[config.mk]
export PLATFORM = sky130hd
export DESIGN_NAME = name_substring_ext_filter_flat
export DESIGN_NICKNAME = d
export VERILOG_FILES = /design/src/rtl/nsef_pkg.sv /design/src/rtl/nsef_intf.sv /design/src/rtl/nsef_front.sv /design/src/rtl/nsef_queue.sv /design/src/rtl/nsef_back.sv /design/src/rtl/name_substring_ext_filter.sv /design/src/flat_wrapper.sv
export VERILOG_INCLUDE_DIRS = /design/src /design/src/rtl
export SDC_FILE = /design/constraint.sdc
export NUM_CORES = 2
export LEC_CHECK = 0
export BUFFER_PORTS_ARGS = -buffer_cell sky130_fd_sc_hd__buf_4
export CAP_MARGIN = 20
export CORE_MARGIN = 2
export CORE_UTILIZATION = 67
export DETAILED_ROUTE_END_ITERATION = 10
export HOLD_SLACK_MARGIN = 0.02
export PLACE_DENSITY = 0.84
export SETUP_SLACK_MARGIN = 0.02
export SYNTH_ARGS = -nofsm -noshare
export SYNTH_HDL_FRONTEND = slang
export SYNTH_HIERARCHICAL = 1
export SYNTH_SLANG_ARGS = --single-unit
[constraint.sdc]
create_clock -name clk -period 8.5 [get_ports clk]
set_input_delay 0.425 -clock clk [delete_from_list [all_inputs] [get_ports clk]]
set_output_delay 0.425 -clock clk [all_outputs]
set_load 0.03 [all_outputs]
[src/rtl/name_substring_ext_filter_defines.svh]
// ----------------------------------------------------------------------------
// Assertion macros for the file name filter
// Shared concurrent assertion forms, each clocked and disabled during reset.
// ----------------------------------------------------------------------------
`ifndef NAME_SUBSTRING_EXT_FILTER_DEFINES_SVH
`define NAME_SUBSTRING_EXT_FILTER_DEFINES_SVH

// Same-cycle implication.
`define NSEF_ASSERT_IMPL(name, clk_sig, rst_sig, ante, cons) \
  name: assert property (@(posedge clk_sig) disable iff (rst_sig) (ante) |-> (cons)) \
    else $error("nsef assertion failed");

// Next-cycle implication.
`define NSEF_ASSERT_NEXT(name, clk_sig, rst_sig, ante, cons) \
  name: assert property (@(posedge clk_sig) disable iff (rst_sig) (ante) |=> (cons)) \
    else $error("nsef assertion failed");

`endif

[src/rtl/nsef_pkg.sv]
`timescale 1ns / 1ps
// ----------------------------------------------------------------------------
// nsef_pkg
// Types, codes, character folding and the extension category table of the
// file name filter.
// ----------------------------------------------------------------------------
package nsef_pkg;

  localparam int CHAR_W       = 16;
  localparam int MAX_EXT      = 5;
  localparam int EXT_LEN_W    = 3;
  localparam int EXT_LEN_SAT  = MAX_EXT + 1;
  localparam int NUM_CAT      = 5;
  localparam int QUEUE_DEPTH  = 4;
  localparam int EXT_TEXT_MAX = 4;
  localparam int EXT_TABLE_SIZE = 26;

  typedef logic [CHAR_W-1:0] char_t;
  typedef char_t [MAX_EXT-1:0] ext_chars_t;

  // Item kinds as they arrive on the input channel.
  typedef enum logic [1:0] {
    KIND_CLEAR  = 2'd0,
    KIND_APPEND = 2'd1,
    KIND_NAME   = 2'd2,
    KIND_UNUSED = 2'd3
  } kind_t;

  localparam char_t CH_DOT       = 16'h002E;
  localparam char_t CH_SLASH     = 16'h002F;
  localparam char_t CH_BACKSLASH = 16'h005C;
  localparam char_t CH_UPPER_A   = 16'h0041;
  localparam char_t CH_UPPER_Z   = 16'h005A;
  localparam char_t CASE_OFFSET  = 16'd32;

  // Extension categories, one bit each in the class mask.
  localparam logic [2:0] CAT_PDF     = 3'd0;
  localparam logic [2:0] CAT_DOC     = 3'd1;
  localparam logic [2:0] CAT_ARCHIVE = 3'd2;
  localparam logic [2:0] CAT_IMAGE   = 3'd3;
  localparam logic [2:0] CAT_VIDEO   = 3'd4;

  // Classified item handed from the front end to the matcher.
  typedef struct packed {
    kind_t kind;
    char_t ch;
    logic  last;
    logic  is_dot;
    logic  is_sep;
  } queue_item_t;

  // Known extension: length, text (first character in the top byte), category.
  typedef struct packed {
    logic [EXT_LEN_W-1:0] len;
    logic [8*EXT_TEXT_MAX-1:0] text;
    logic [2:0] cat;
  } ext_entry_t;

  localparam ext_entry_t EXT_TABLE [EXT_TABLE_SIZE] = '{
    '{3'd3, {"pdf", 8'h00}, CAT_PDF},
    '{3'd3, {"doc", 8'h00}, CAT_DOC},
    '{3'd4, "docx", CAT_DOC},
    '{3'd3, {"odt", 8'h00}, CAT_DOC},
    '{3'd3, {"rtf", 8'h00}, CAT_DOC},
    '{3'd3, {"txt", 8'h00}, CAT_DOC},
    '{3'd3, {"zip", 8'h00}, CAT_ARCHIVE},
    '{3'd3, {"rar", 8'h00}, CAT_ARCHIVE},
    '{3'd2, {"7z", 16'h0000}, CAT_ARCHIVE},
    '{3'd3, {"tar", 8'h00}, CAT_ARCHIVE},
    '{3'd2, {"gz", 16'h0000}, CAT_ARCHIVE},
    '{3'd3, {"jpg", 8'h00}, CAT_IMAGE},
    '{3'd4, "jpeg", CAT_IMAGE},
    '{3'd3, {"png", 8'h00}, CAT_IMAGE},
    '{3'd3, {"gif", 8'h00}, CAT_IMAGE},
    '{3'd3, {"bmp", 8'h00}, CAT_IMAGE},
    '{3'd4, "webp", CAT_IMAGE},
    '{3'd3, {"tif", 8'h00}, CAT_IMAGE},
    '{3'd4, "tiff", CAT_IMAGE},
    '{3'd3, {"mp4", 8'h00}, CAT_VIDEO},
    '{3'd3, {"mkv", 8'h00}, CAT_VIDEO},
    '{3'd3, {"avi", 8'h00}, CAT_VIDEO},
    '{3'd3, {"mov", 8'h00}, CAT_VIDEO},
    '{3'd4, "webm", CAT_VIDEO},
    '{3'd3, {"wmv", 8'h00}, CAT_VIDEO},
    '{3'd3, {"flv", 8'h00}, CAT_VIDEO}
  };

  // Fold ASCII upper case letters to lower case; other code units pass.
  function automatic char_t fold(input char_t c);
    if (c >= CH_UPPER_A && c <= CH_UPPER_Z) begin
      return c + CASE_OFFSET;
    end
    return c;
  endfunction

  // Set of categories whose table entries equal the given extension.
  function automatic logic [NUM_CAT-1:0] ext_category(input logic [EXT_LEN_W-1:0] len,
                                                      input ext_chars_t ch);
    logic [NUM_CAT-1:0] cat;
    logic same;
    cat = '0;
    for (int i = 0; i < EXT_TABLE_SIZE; i++) begin
      same = (len == EXT_TABLE[i].len);
      for (int k = 0; k < EXT_TEXT_MAX; k++) begin
        if (k < int'(len) &&
            ch[k] != {8'h00, EXT_TABLE[i].text[8*(EXT_TEXT_MAX-1-k) +: 8]}) begin
          same = 1'b0;
        end
      end
      if (same) begin
        cat[EXT_TABLE[i].cat] = 1'b1;
      end
    end
    return cat;
  endfunction

endpackage

[src/rtl/nsef_intf.sv]
`timescale 1ns / 1ps
// ----------------------------------------------------------------------------
// nsef channel interfaces
// Valid/ready channels for input items, results and the class mask write.
// ----------------------------------------------------------------------------

// Input item channel.
interface nsef_item_if;
  logic        valid;
  logic        ready;
  logic [1:0]  kind;
  logic [15:0] char_code;
  logic        last;

  modport source (output valid, kind, char_code, last, input ready);
  modport sink (input valid, kind, char_code, last, output ready);
endinterface

// Result channel.
interface nsef_result_if;
  logic valid;
  logic ready;
  logic substring_hit;
  logic extension_hit;
  logic accepted;

  modport source (output valid, substring_hit, extension_hit, accepted, input ready);
  modport sink (input valid, substring_hit, extension_hit, accepted, output ready);
endinterface

// Class mask write channel.
interface nsef_cfg_if;
  logic       valid;
  logic       ready;
  logic [4:0] ext_class_mask;

  modport source (output valid, ext_class_mask, input ready);
  modport sink (input valid, ext_class_mask, output ready);
endinterface

[src/rtl/nsef_front.sv]
`timescale 1ns / 1ps
// ----------------------------------------------------------------------------
// nsef_front
// Accepts input items, folds the character and tags dots and path
// separators; unused kinds are dropped here.
// ----------------------------------------------------------------------------
module nsef_front (
  nsef_item_if.sink            item,
  output logic                 push_valid,
  input  logic                 push_ready,
  output nsef_pkg::queue_item_t push_data
);

  nsef_pkg::kind_t kind;
  nsef_pkg::char_t ch;

  // Decode and fold.
  always_comb begin
    kind = nsef_pkg::kind_t'(item.kind);
    ch   = nsef_pkg::fold(item.char_code);
  end

  // Items are taken whenever the queue has room.
  assign item.ready = push_ready;
  assign push_valid = item.valid && (kind != nsef_pkg::KIND_UNUSED);

  // Classified item for the matcher.
  always_comb begin
    push_data.kind   = kind;
    push_data.ch     = ch;
    push_data.last   = item.last;
    push_data.is_dot = (ch == nsef_pkg::CH_DOT);
    push_data.is_sep = (ch == nsef_pkg::CH_SLASH) || (ch == nsef_pkg::CH_BACKSLASH);
  end

endmodule

[src/rtl/nsef_queue.sv]
`timescale 1ns / 1ps
`include "name_substring_ext_filter_defines.svh"
// ----------------------------------------------------------------------------
// nsef_queue
// Short register FIFO between the front end and the matcher.
// ----------------------------------------------------------------------------
module nsef_queue (
  input  logic                  clk,
  input  logic                  rst,
  input  logic                  push_valid,
  output logic                  push_ready,
  input  nsef_pkg::queue_item_t push_data,
  output logic                  pop_valid,
  input  logic                  pop_ready,
  output nsef_pkg::queue_item_t pop_data
);

  localparam int PtrW = $clog2(nsef_pkg::QUEUE_DEPTH);
  localparam int CntW = $clog2(nsef_pkg::QUEUE_DEPTH + 1);

  nsef_pkg::queue_item_t slots [nsef_pkg::QUEUE_DEPTH];
  logic [PtrW-1:0] wr_ptr;
  logic [PtrW-1:0] rd_ptr;
  logic [CntW-1:0] count;
  logic push_fire;
  logic pop_fire;

  // Handshake status.
  assign push_ready = (count != CntW'(nsef_pkg::QUEUE_DEPTH));
  assign pop_valid  = (count != '0);
  assign push_fire  = push_valid && push_ready;
  assign pop_fire   = pop_valid && pop_ready;
  assign pop_data   = slots[rd_ptr];

  // Pointers and fill count.
  always_ff @(posedge clk) begin
    if (rst) begin
      wr_ptr <= '0;
      rd_ptr <= '0;
      count  <= '0;
    end else begin
      if (push_fire) begin
        wr_ptr <= wr_ptr + 1'b1;
      end
      if (pop_fire) begin
        rd_ptr <= rd_ptr + 1'b1;
      end
      if (push_fire && !pop_fire) begin
        count <= count + 1'b1;
      end else if (pop_fire && !push_fire) begin
        count <= count - 1'b1;
      end
    end
  end

  // Item storage.
  always_ff @(posedge clk) begin
    if (push_fire) begin
      slots[wr_ptr] <= push_data;
    end
  end

  `NSEF_ASSERT_IMPL(a_count_bound, clk, rst, 1'b1, count <= CntW'(nsef_pkg::QUEUE_DEPTH))
  `NSEF_ASSERT_NEXT(a_count_up, clk, rst, push_fire && !pop_fire, count == $past(count) + 1'b1)
  `NSEF_ASSERT_NEXT(a_count_down, clk, rst, pop_fire && !push_fire, count == $past(count) - 1'b1)

endmodule

[src/rtl/nsef_back.sv]
`timescale 1ns / 1ps
`include "name_substring_ext_filter_defines.svh"
// ----------------------------------------------------------------------------
// nsef_back
// Holds the needle, runs the bit-parallel prefix match and the extension
// tracker, and presents one result per name in an output register.
// ----------------------------------------------------------------------------
module nsef_back #(
  parameter int MAX_NEEDLE = 64
) (
  input  logic                              clk,
  input  logic                              rst,
  input  logic                              pop_valid,
  output logic                              pop_ready,
  input  nsef_pkg::queue_item_t             pop_data,
  input  logic [nsef_pkg::NUM_CAT-1:0]      ext_class_mask,
  nsef_result_if.source                     result
);

  localparam int ExtLenW = nsef_pkg::EXT_LEN_W;

  // Needle: one entry per position; fill level kept as a thermometer.
  nsef_pkg::char_t needle_store [MAX_NEEDLE];
  logic [MAX_NEEDLE-1:0] needle_valid;
  logic [MAX_NEEDLE-1:0] needle_last;

  // Per-name state.
  logic [MAX_NEEDLE-1:0] pm;
  logic                  hit_seen;
  logic                  dot_seen;
  logic [ExtLenW-1:0]    ext_len;
  nsef_pkg::ext_chars_t  ext_chars;

  // Output register.
  logic res_valid;
  logic res_sub;
  logic res_ext;

  logic                  fire;
  logic                  is_name;
  logic [MAX_NEEDLE:0]   pm_ext;
  logic [MAX_NEEDLE-1:0] char_eq;
  logic [MAX_NEEDLE-1:0] pm_next;
  logic [MAX_NEEDLE-1:0] valid_grown;
  logic                  hit_now;
  logic                  dot_next;
  logic [ExtLenW-1:0]    len_next;
  nsef_pkg::ext_chars_t  chars_next;
  logic [nsef_pkg::NUM_CAT-1:0] cat;
  logic                  sub_hit;
  logic                  ext_hit;

  // An item is taken when the result slot is free or being emptied.
  assign pop_ready = !res_valid || result.ready;
  assign fire      = pop_valid && pop_ready;
  assign is_name   = (pop_data.kind == nsef_pkg::KIND_NAME);

  // Shift-and step: every needle position compares against the character.
  assign pm_ext      = {pm, 1'b1};
  assign valid_grown = MAX_NEEDLE'({needle_valid, 1'b1});
  always_comb begin
    for (int j = 0; j < MAX_NEEDLE; j++) begin
      char_eq[j] = (needle_store[j] == pop_data.ch);
    end
  end
  assign pm_next = needle_valid & char_eq & pm_ext[MAX_NEEDLE-1:0];
  assign hit_now = |(pm_next & needle_last);

  // Extension tracking: last dot after the last separator.
  always_comb begin
    dot_next   = dot_seen;
    len_next   = ext_len;
    chars_next = ext_chars;
    if (pop_data.is_dot) begin
      dot_next = 1'b1;
      len_next = '0;
    end else if (pop_data.is_sep) begin
      dot_next = 1'b0;
      len_next = '0;
    end else if (dot_seen) begin
      for (int i = 0; i < nsef_pkg::MAX_EXT; i++) begin
        if (ext_len == ExtLenW'(i)) begin
          chars_next[i] = pop_data.ch;
        end
      end
      if (ext_len < ExtLenW'(nsef_pkg::EXT_LEN_SAT)) begin
        len_next = ext_len + 1'b1;
      end
    end
  end

  // Result for a name that ends with this character.
  always_comb begin
    cat     = nsef_pkg::ext_category(len_next, chars_next);
    sub_hit = !needle_valid[0] || hit_seen || hit_now;
    ext_hit = (ext_class_mask == '0) ||
              (dot_next && (len_next != '0) &&
               (len_next <= ExtLenW'(nsef_pkg::MAX_EXT)) && |(cat & ext_class_mask));
  end

  // Control state.
  always_ff @(posedge clk) begin
    if (rst) begin
      needle_valid <= '0;
      needle_last  <= '0;
      pm           <= '0;
      hit_seen     <= 1'b0;
      dot_seen     <= 1'b0;
      ext_len      <= '0;
      res_valid    <= 1'b0;
    end else begin
      // Result slot: filled by a final name character, emptied when taken.
      if (fire && is_name && pop_data.last) begin
        res_valid <= 1'b1;
      end else if (result.ready) begin
        res_valid <= 1'b0;
      end
      if (fire) begin
        case (pop_data.kind)
          nsef_pkg::KIND_CLEAR: begin
            needle_valid <= '0;
            needle_last  <= '0;
            pm           <= '0;
            hit_seen     <= 1'b0;
            dot_seen     <= 1'b0;
            ext_len      <= '0;
          end
          nsef_pkg::KIND_APPEND: begin
            if (!needle_valid[MAX_NEEDLE-1]) begin
              needle_valid <= valid_grown;
              needle_last  <= valid_grown & ~needle_valid;
            end
            pm       <= '0;
            hit_seen <= 1'b0;
            dot_seen <= 1'b0;
            ext_len  <= '0;
          end
          nsef_pkg::KIND_NAME: begin
            if (pop_data.last) begin
              pm       <= '0;
              hit_seen <= 1'b0;
              dot_seen <= 1'b0;
              ext_len  <= '0;
            end else begin
              pm       <= pm_next;
              hit_seen <= hit_seen || hit_now;
              dot_seen <= dot_next;
              ext_len  <= len_next;
            end
          end
          default: begin
          end
        endcase
      end
    end
  end

  // Needle characters: the entry just past the fill level takes the append.
  always_ff @(posedge clk) begin
    for (int j = 0; j < MAX_NEEDLE; j++) begin
      if (fire && pop_data.kind == nsef_pkg::KIND_APPEND &&
          valid_grown[j] && !needle_valid[j]) begin
        needle_store[j] <= pop_data.ch;
      end
    end
  end

  // Extension characters and result payload.
  always_ff @(posedge clk) begin
    if (fire && is_name) begin
      ext_chars <= chars_next;
      if (pop_data.last) begin
        res_sub <= sub_hit;
        res_ext <= ext_hit;
      end
    end
  end

  assign result.valid         = res_valid;
  assign result.substring_hit = res_sub;
  assign result.extension_hit = res_ext;
  assign result.accepted      = res_sub && res_ext;

  `NSEF_ASSERT_IMPL(a_needle_thermo, clk, rst, 1'b1,
                    (needle_valid & (needle_valid + 1'b1)) == '0)
  `NSEF_ASSERT_IMPL(a_needle_last, clk, rst, 1'b1,
                    needle_last == (needle_valid & ~(needle_valid >> 1)))
  `NSEF_ASSERT_IMPL(a_pm_in_needle, clk, rst, 1'b1, (pm & ~needle_valid) == '0)
  `NSEF_ASSERT_IMPL(a_ext_len_sat, clk, rst, 1'b1,
                    ext_len <= ExtLenW'(nsef_pkg::EXT_LEN_SAT))

endmodule

[src/rtl/name_substring_ext_filter.sv]
`timescale 1ns / 1ps
// ----------------------------------------------------------------------------
// name_substring_ext_filter
// Case-insensitive needle search and extension category filter over file
// names streamed one UTF-16 code unit per item.
// ----------------------------------------------------------------------------
// The block takes one item per clock cycle while its queue has room:
// every needle position is compared against the incoming character in the
// same cycle, so the prefix-match state is updated as each character is
// taken. An accepted item passes through a four-entry queue and the matcher;
// the result of a name is captured in the output register when its last
// character leaves the queue, and it waits there while later items keep
// flowing until the queue fills. Needle items also abandon a name in
// progress. The class mask may only be written while the block is idle.
module name_substring_ext_filter #(
  parameter int MAX_NEEDLE = 64
) (
  input  logic          clk,
  input  logic          rst,
  nsef_item_if.sink     item,
  nsef_result_if.source result,
  nsef_cfg_if.sink      cfg
);

  logic                  push_valid;
  logic                  push_ready;
  nsef_pkg::queue_item_t push_data;
  logic                  pop_valid;
  logic                  pop_ready;
  nsef_pkg::queue_item_t pop_data;
  logic [nsef_pkg::NUM_CAT-1:0] ext_class_mask;

  // Class mask register; writes are always taken.
  assign cfg.ready = 1'b1;
  always_ff @(posedge clk) begin
    if (rst) begin
      ext_class_mask <= '0;
    end else if (cfg.valid) begin
      ext_class_mask <= cfg.ext_class_mask;
    end
  end

  // Front end: accept and classify.
  nsef_front u_front (
    .item       (item),
    .push_valid (push_valid),
    .push_ready (push_ready),
    .push_data  (push_data)
  );

  // Decoupling queue.
  nsef_queue u_queue (
    .clk        (clk),
    .rst        (rst),
    .push_valid (push_valid),
    .push_ready (push_ready),
    .push_data  (push_data),
    .pop_valid  (pop_valid),
    .pop_ready  (pop_ready),
    .pop_data   (pop_data)
  );

  // Back end: matching and result register.
  nsef_back #(
    .MAX_NEEDLE (MAX_NEEDLE)
  ) u_back (
    .clk            (clk),
    .rst            (rst),
    .pop_valid      (pop_valid),
    .pop_ready      (pop_ready),
    .pop_data       (pop_data),
    .ext_class_mask (ext_class_mask),
    .result         (result)
  );

endmodule
[src/flat_wrapper.sv]
// flat-port wrapper written by rule: the top's interface ports become plain ports
module name_substring_ext_filter_flat 
#(
  parameter int MAX_NEEDLE = 64
)
  (clk, rst, item_valid, item_kind, item_char_code, item_last, item_ready, result_valid, result_substring_hit, result_extension_hit, result_accepted, result_ready, cfg_valid, cfg_ext_class_mask, cfg_ready);
  nsef_item_if item_i ();
  nsef_result_if result_i ();
  nsef_cfg_if cfg_i ();
  input  logic clk;
  input  logic rst;
  input wire logic [$bits(item_i.valid)-1:0] item_valid;
  input wire logic [$bits(item_i.kind)-1:0] item_kind;
  input wire logic [$bits(item_i.char_code)-1:0] item_char_code;
  input wire logic [$bits(item_i.last)-1:0] item_last;
  output wire logic [$bits(item_i.ready)-1:0] item_ready;
  output wire logic [$bits(result_i.valid)-1:0] result_valid;
  output wire logic [$bits(result_i.substring_hit)-1:0] result_substring_hit;
  output wire logic [$bits(result_i.extension_hit)-1:0] result_extension_hit;
  output wire logic [$bits(result_i.accepted)-1:0] result_accepted;
  input wire logic [$bits(result_i.ready)-1:0] result_ready;
  input wire logic [$bits(cfg_i.valid)-1:0] cfg_valid;
  input wire logic [$bits(cfg_i.ext_class_mask)-1:0] cfg_ext_class_mask;
  output wire logic [$bits(cfg_i.ready)-1:0] cfg_ready;
  assign item_i.valid = item_valid;
  assign item_i.kind = item_kind;
  assign item_i.char_code = item_char_code;
  assign item_i.last = item_last;
  assign item_ready = item_i.ready;
  assign result_valid = result_i.valid;
  assign result_substring_hit = result_i.substring_hit;
  assign result_extension_hit = result_i.extension_hit;
  assign result_accepted = result_i.accepted;
  assign result_i.ready = result_ready;
  assign cfg_i.valid = cfg_valid;
  assign cfg_i.ext_class_mask = cfg_ext_class_mask;
  assign cfg_ready = cfg_i.ready;
  name_substring_ext_filter #(.MAX_NEEDLE(MAX_NEEDLE)) u_core (.clk(clk), .rst(rst), .item(item_i), .result(result_i), .cfg(cfg_i));
endmodule
==> out/qor.csv <==
stage,metric,value,unit
status,status,finished clean,
final_layout,share of cells above drive strength 1,0.112,
cts,Clock Latency Late Sink,750,ps
floorplan,Initial Util,0.674,
synthesis,Syn. warnings,6,
sta,Slew @ Worst Pin,1130,ps
sta,max_slew headroom,0.244,
sta,final worst path period share,0.609,
cts,CTS tree,done,
min_path,Worst Hold Class,in2reg,
synthesis,top cell type's share of synthesized area,0.593,
grt,antenna violations before repair,1,
sta,Hold Fails Final Rpt,0,
critical_path,Crit path max-delay family,multiplexers,
sta,Clock Skews,37.4,ps
sta,final hold slack,140,ps
detailed_routing,wire per inst,25.1,um
min_path,hold depth,2,
cts,Post-CTS Hold Buffers,27,
synthesis,synth top area cells,"edfxtp_1, xnor2_1, dfxtp_1, xor2_1, nand4_1",
critical_path,Setup crit start kind,flip-flop,
synthesis,Syn Inst Count,4224,
synthesis,post-synth net total,4265,
detailed_routing,vias per cell,6.46,
critical_path,Critical Path Sink Type,flip-flop,
detailed_routing,drt total wl,140,mm
critical_path,Worst Setup Path Type,reg2reg,
power,Pint,13300,uW
detailed_routing,via count,35900,
sta,final setup violation count,0,
detailed_routing,Routed Antenna Nets,0,
synthesis,Synth Register Bits,1385,
critical_path,worst path required time,9070,ps
sta,RSZ-0062 raised after global routing,no,
critical_path,Worst EP arrival,5750,ps
synthesis,synth unique cells,93,
floorplan,Core ar.,88200,sq um
synthesis,Async SR Flop Fraction,0,
critical_path,crit path max-delay cell type,mux4_4,
cts,clk sinks,1385,
power,Combinational Power Share,0.300,
cts,clk root buf,clkbuf_16,
synthesis,"Seq/Total Area, Yosys",0.664,
sta,final critical-path required period,5180,ps
detailed_routing,DR iter-0 viols,3925,
power,Psw,6880,uW
critical_path,critical path depth,11,
critical_path,"Largest stage delay, worst path",1000,ps
synthesis,"Top FF cell, synth",edfxtp_1,
synthesis,Mean Syn Cell Area,14.1,sq um
power,switch share,0.340,
power,Sequential Power Share,0.410,
grt,vias in the first global route,36300,
placed_design,hpwl dp,76.5,mm
cts,PostCTS Resize Cnt,0,
floorplan,Die W,302,um
sta,Setup TNS,0,ps
critical_path,CP Cell Sequence,buf_4 -> mux4_4 -> nor4_1 -> nand3_1 -> mux2i_1 -> nand3_1 -> a2111oi_2 -> o221ai_1 -> nand4_1 -> a21oi_1 -> a21oi_1,
power,Peak VDD IR,246,uV
power,clock power share,0.290,
final_layout,fin nets,4319,
cts,Clock H-tree levels,4,
floorplan,I/O pin count,35,
critical_path,critical-path maximum fanout,23,
synthesis,synthesized cell area,59500,sq um
placed_design,GP Congestion,0.924,
cts,CTS Buf Count,137,
grt,gr ovfl total,0,
grt,GRT Total Usage,0.308,
grt,first-pass GRT wire length,213,mm
cts,post-CTS setup buffers,0,
power,Power Dens Cells,306,nW/um^2
synthesis,post-synth top area cell,edfxtp_1,
critical_path,"Buf+Inv Stages, Crit Path",1,
job,number of max-cap violations,0,
placed_design,Port Buffers,33,
cts,Worst-path clk slew,60,ps
floorplan,Die Y,302,um
critical_path,Reg2Reg Depth,11,
detailed_routing,drt first pass iters,6,
synthesis,Post-synth EDFFs,1174,
final_layout,"Area growth, synth to finish",11.2,%
cts,"buffers from clock root to sink, at most",3,
final_layout,Antenna Cells,0,
grt,largest net degree at the start of global routing,128,
sta,fmax,193,MHz
floorplan,row cnt,109,
sta,Pins Over Slew Limit,0,
power,P_leak,0.0202,uW
floorplan,Die ar.,91200,sq um
detailed_routing,# DRC,0,
metrics by stage:
step | total power [uW] | instances | setup WS (ps) | area, sq um | utilization
after floorplan | 12500 | 4224 | 3760 | 59500 | -
after detailed placement | 14400 | 5274 | 3530 | 61400 | 0.696
after global placement | 14100 | 5271 | 3510 | 61400 | 0.696
after global routing | 20900 | 5560 | 2990 | 66100 | 0.749
final | 20200 | 5560 | 3320 | 66100 | 0.749
after CTS | 20200 | 5557 | 3490 | 66100 | 0.749
metal layers:
metal / vias to the layer above / track usage / routed length (um)
li1: 15700 / - / -
met1: 17900 / 0.422 / 55400
met2: 1935 / 0.496 / 66900
met3: 316 / 0.0602 / 13000
met4: 0 / 0.112 / 4240
met5: - / 0 / 0
registers in the layout, summed over array words and instances, names as in the netlist, named ones only:
name,cells
u_core/u_back/result.substring_hit,1
u_core/u_queue/rd_ptr,2
u_core/u_queue/wr_ptr,2
u_core/u_back/pm,63
u_core/u_back/result.extension_hit,1
u_core/u_back/needle_store,1024
u_core/u_back/hit_seen,1
u_core/u_back/result.valid,1
u_core/u_queue/slots,84
u_core/u_back/ext_chars,64
u_core/u_queue/count,3
u_core/u_back/needle_last,64
u_core/ext_class_mask,5
u_core/u_back/dot_seen,1
u_core/u_back/ext_len,3
u_core/u_back/needle_valid,64
power by group through the flow:
stage	Combinational, uW	Clock, uW	Sequential [uW]
after floorplan	4090	0	8410
after global placement	5730	0	8410
after detailed placement	5930	0	8420
after CTS	6010	5920	8280
after global routing	6440	6170	8290
final	6070	5860	8280
cell type report:
cell class	instances	area, sq um
Clock buffer	204	3960
Clock inverter	52	415
Fill cell	4978	22100
Inverter	21	78.8
Multi-Input combinational cell	2555	19100
Sequential cell	1385	39500
Tap cell	1165	1460
Timing Repair Buffer	178	1630
cell usage in the layout, fill, tap and decap left out, types with 18 or more instances in the layout:
master / count
buf_4: 130
dlygate4sd3_1: 27
a21oi_1: 116
nand2b_1: 18
nor4_1: 117
edfxtp_1: 1174
o21ai_0: 23
clkbuf_16: 142
mux2_2: 32
nor2_1: 212
a22oi_1: 103
clkbuf_8: 18
inv_1: 21
nor4b_2: 62
nor3_1: 55
xor2_1: 314
nand2_1: 165
clkbuf_1: 45
dfxtp_1: 211
clkinv_2: 19
nor4b_1: 62
nand4_1: 196
nand3_1: 147
xnor2_1: 716
final timing paths:
check	endpoint	slack [ps]	start
worst min-delay path	u_core/u_queue/slots[3][8]	140	item_char_code[5]
worst min register to register	u_core/u_back/pm[28]	460	u_core/u_back/pm[28]
worst max register to register	u_core/u_back/result.extension_hit	3320	flip-flop
worst max-delay path	u_core/u_back/result.extension_hit	3320	flip-flop
cells by family after synthesis:
group | after synthesis | share of synthesized area
buf+inv | 284 | 0.0233
other cells | 1 | 0.0000630
xor+xnor | 1030 | 0.152
simple gates | 1111 | 0.104
fa+ha+maj | 12 | 0.00265
compound gates | 334 | 0.0381
flops | 1385 | 0.664
mux | 67 | 0.0165
cells in the mapped netlist, types with 20 or more instances:
master,count
xor2_1,314
mux4_2,20
nand2_1,167
buf_2,113
nand4_1,196
dfxtp_1,211
nor4_1,117
inv_1,21
mux2_2,32
edfxtp_1,1174
nor3_1,57
nor4b_1,124
nand3_1,147
xnor2_1,716
a21oi_1,116
clkbuf_1,97
o21ai_0,23
nor2_1,213
a22oi_1,103
buf_4,37
No activity file was read; power rests on OpenSTA's default activity.
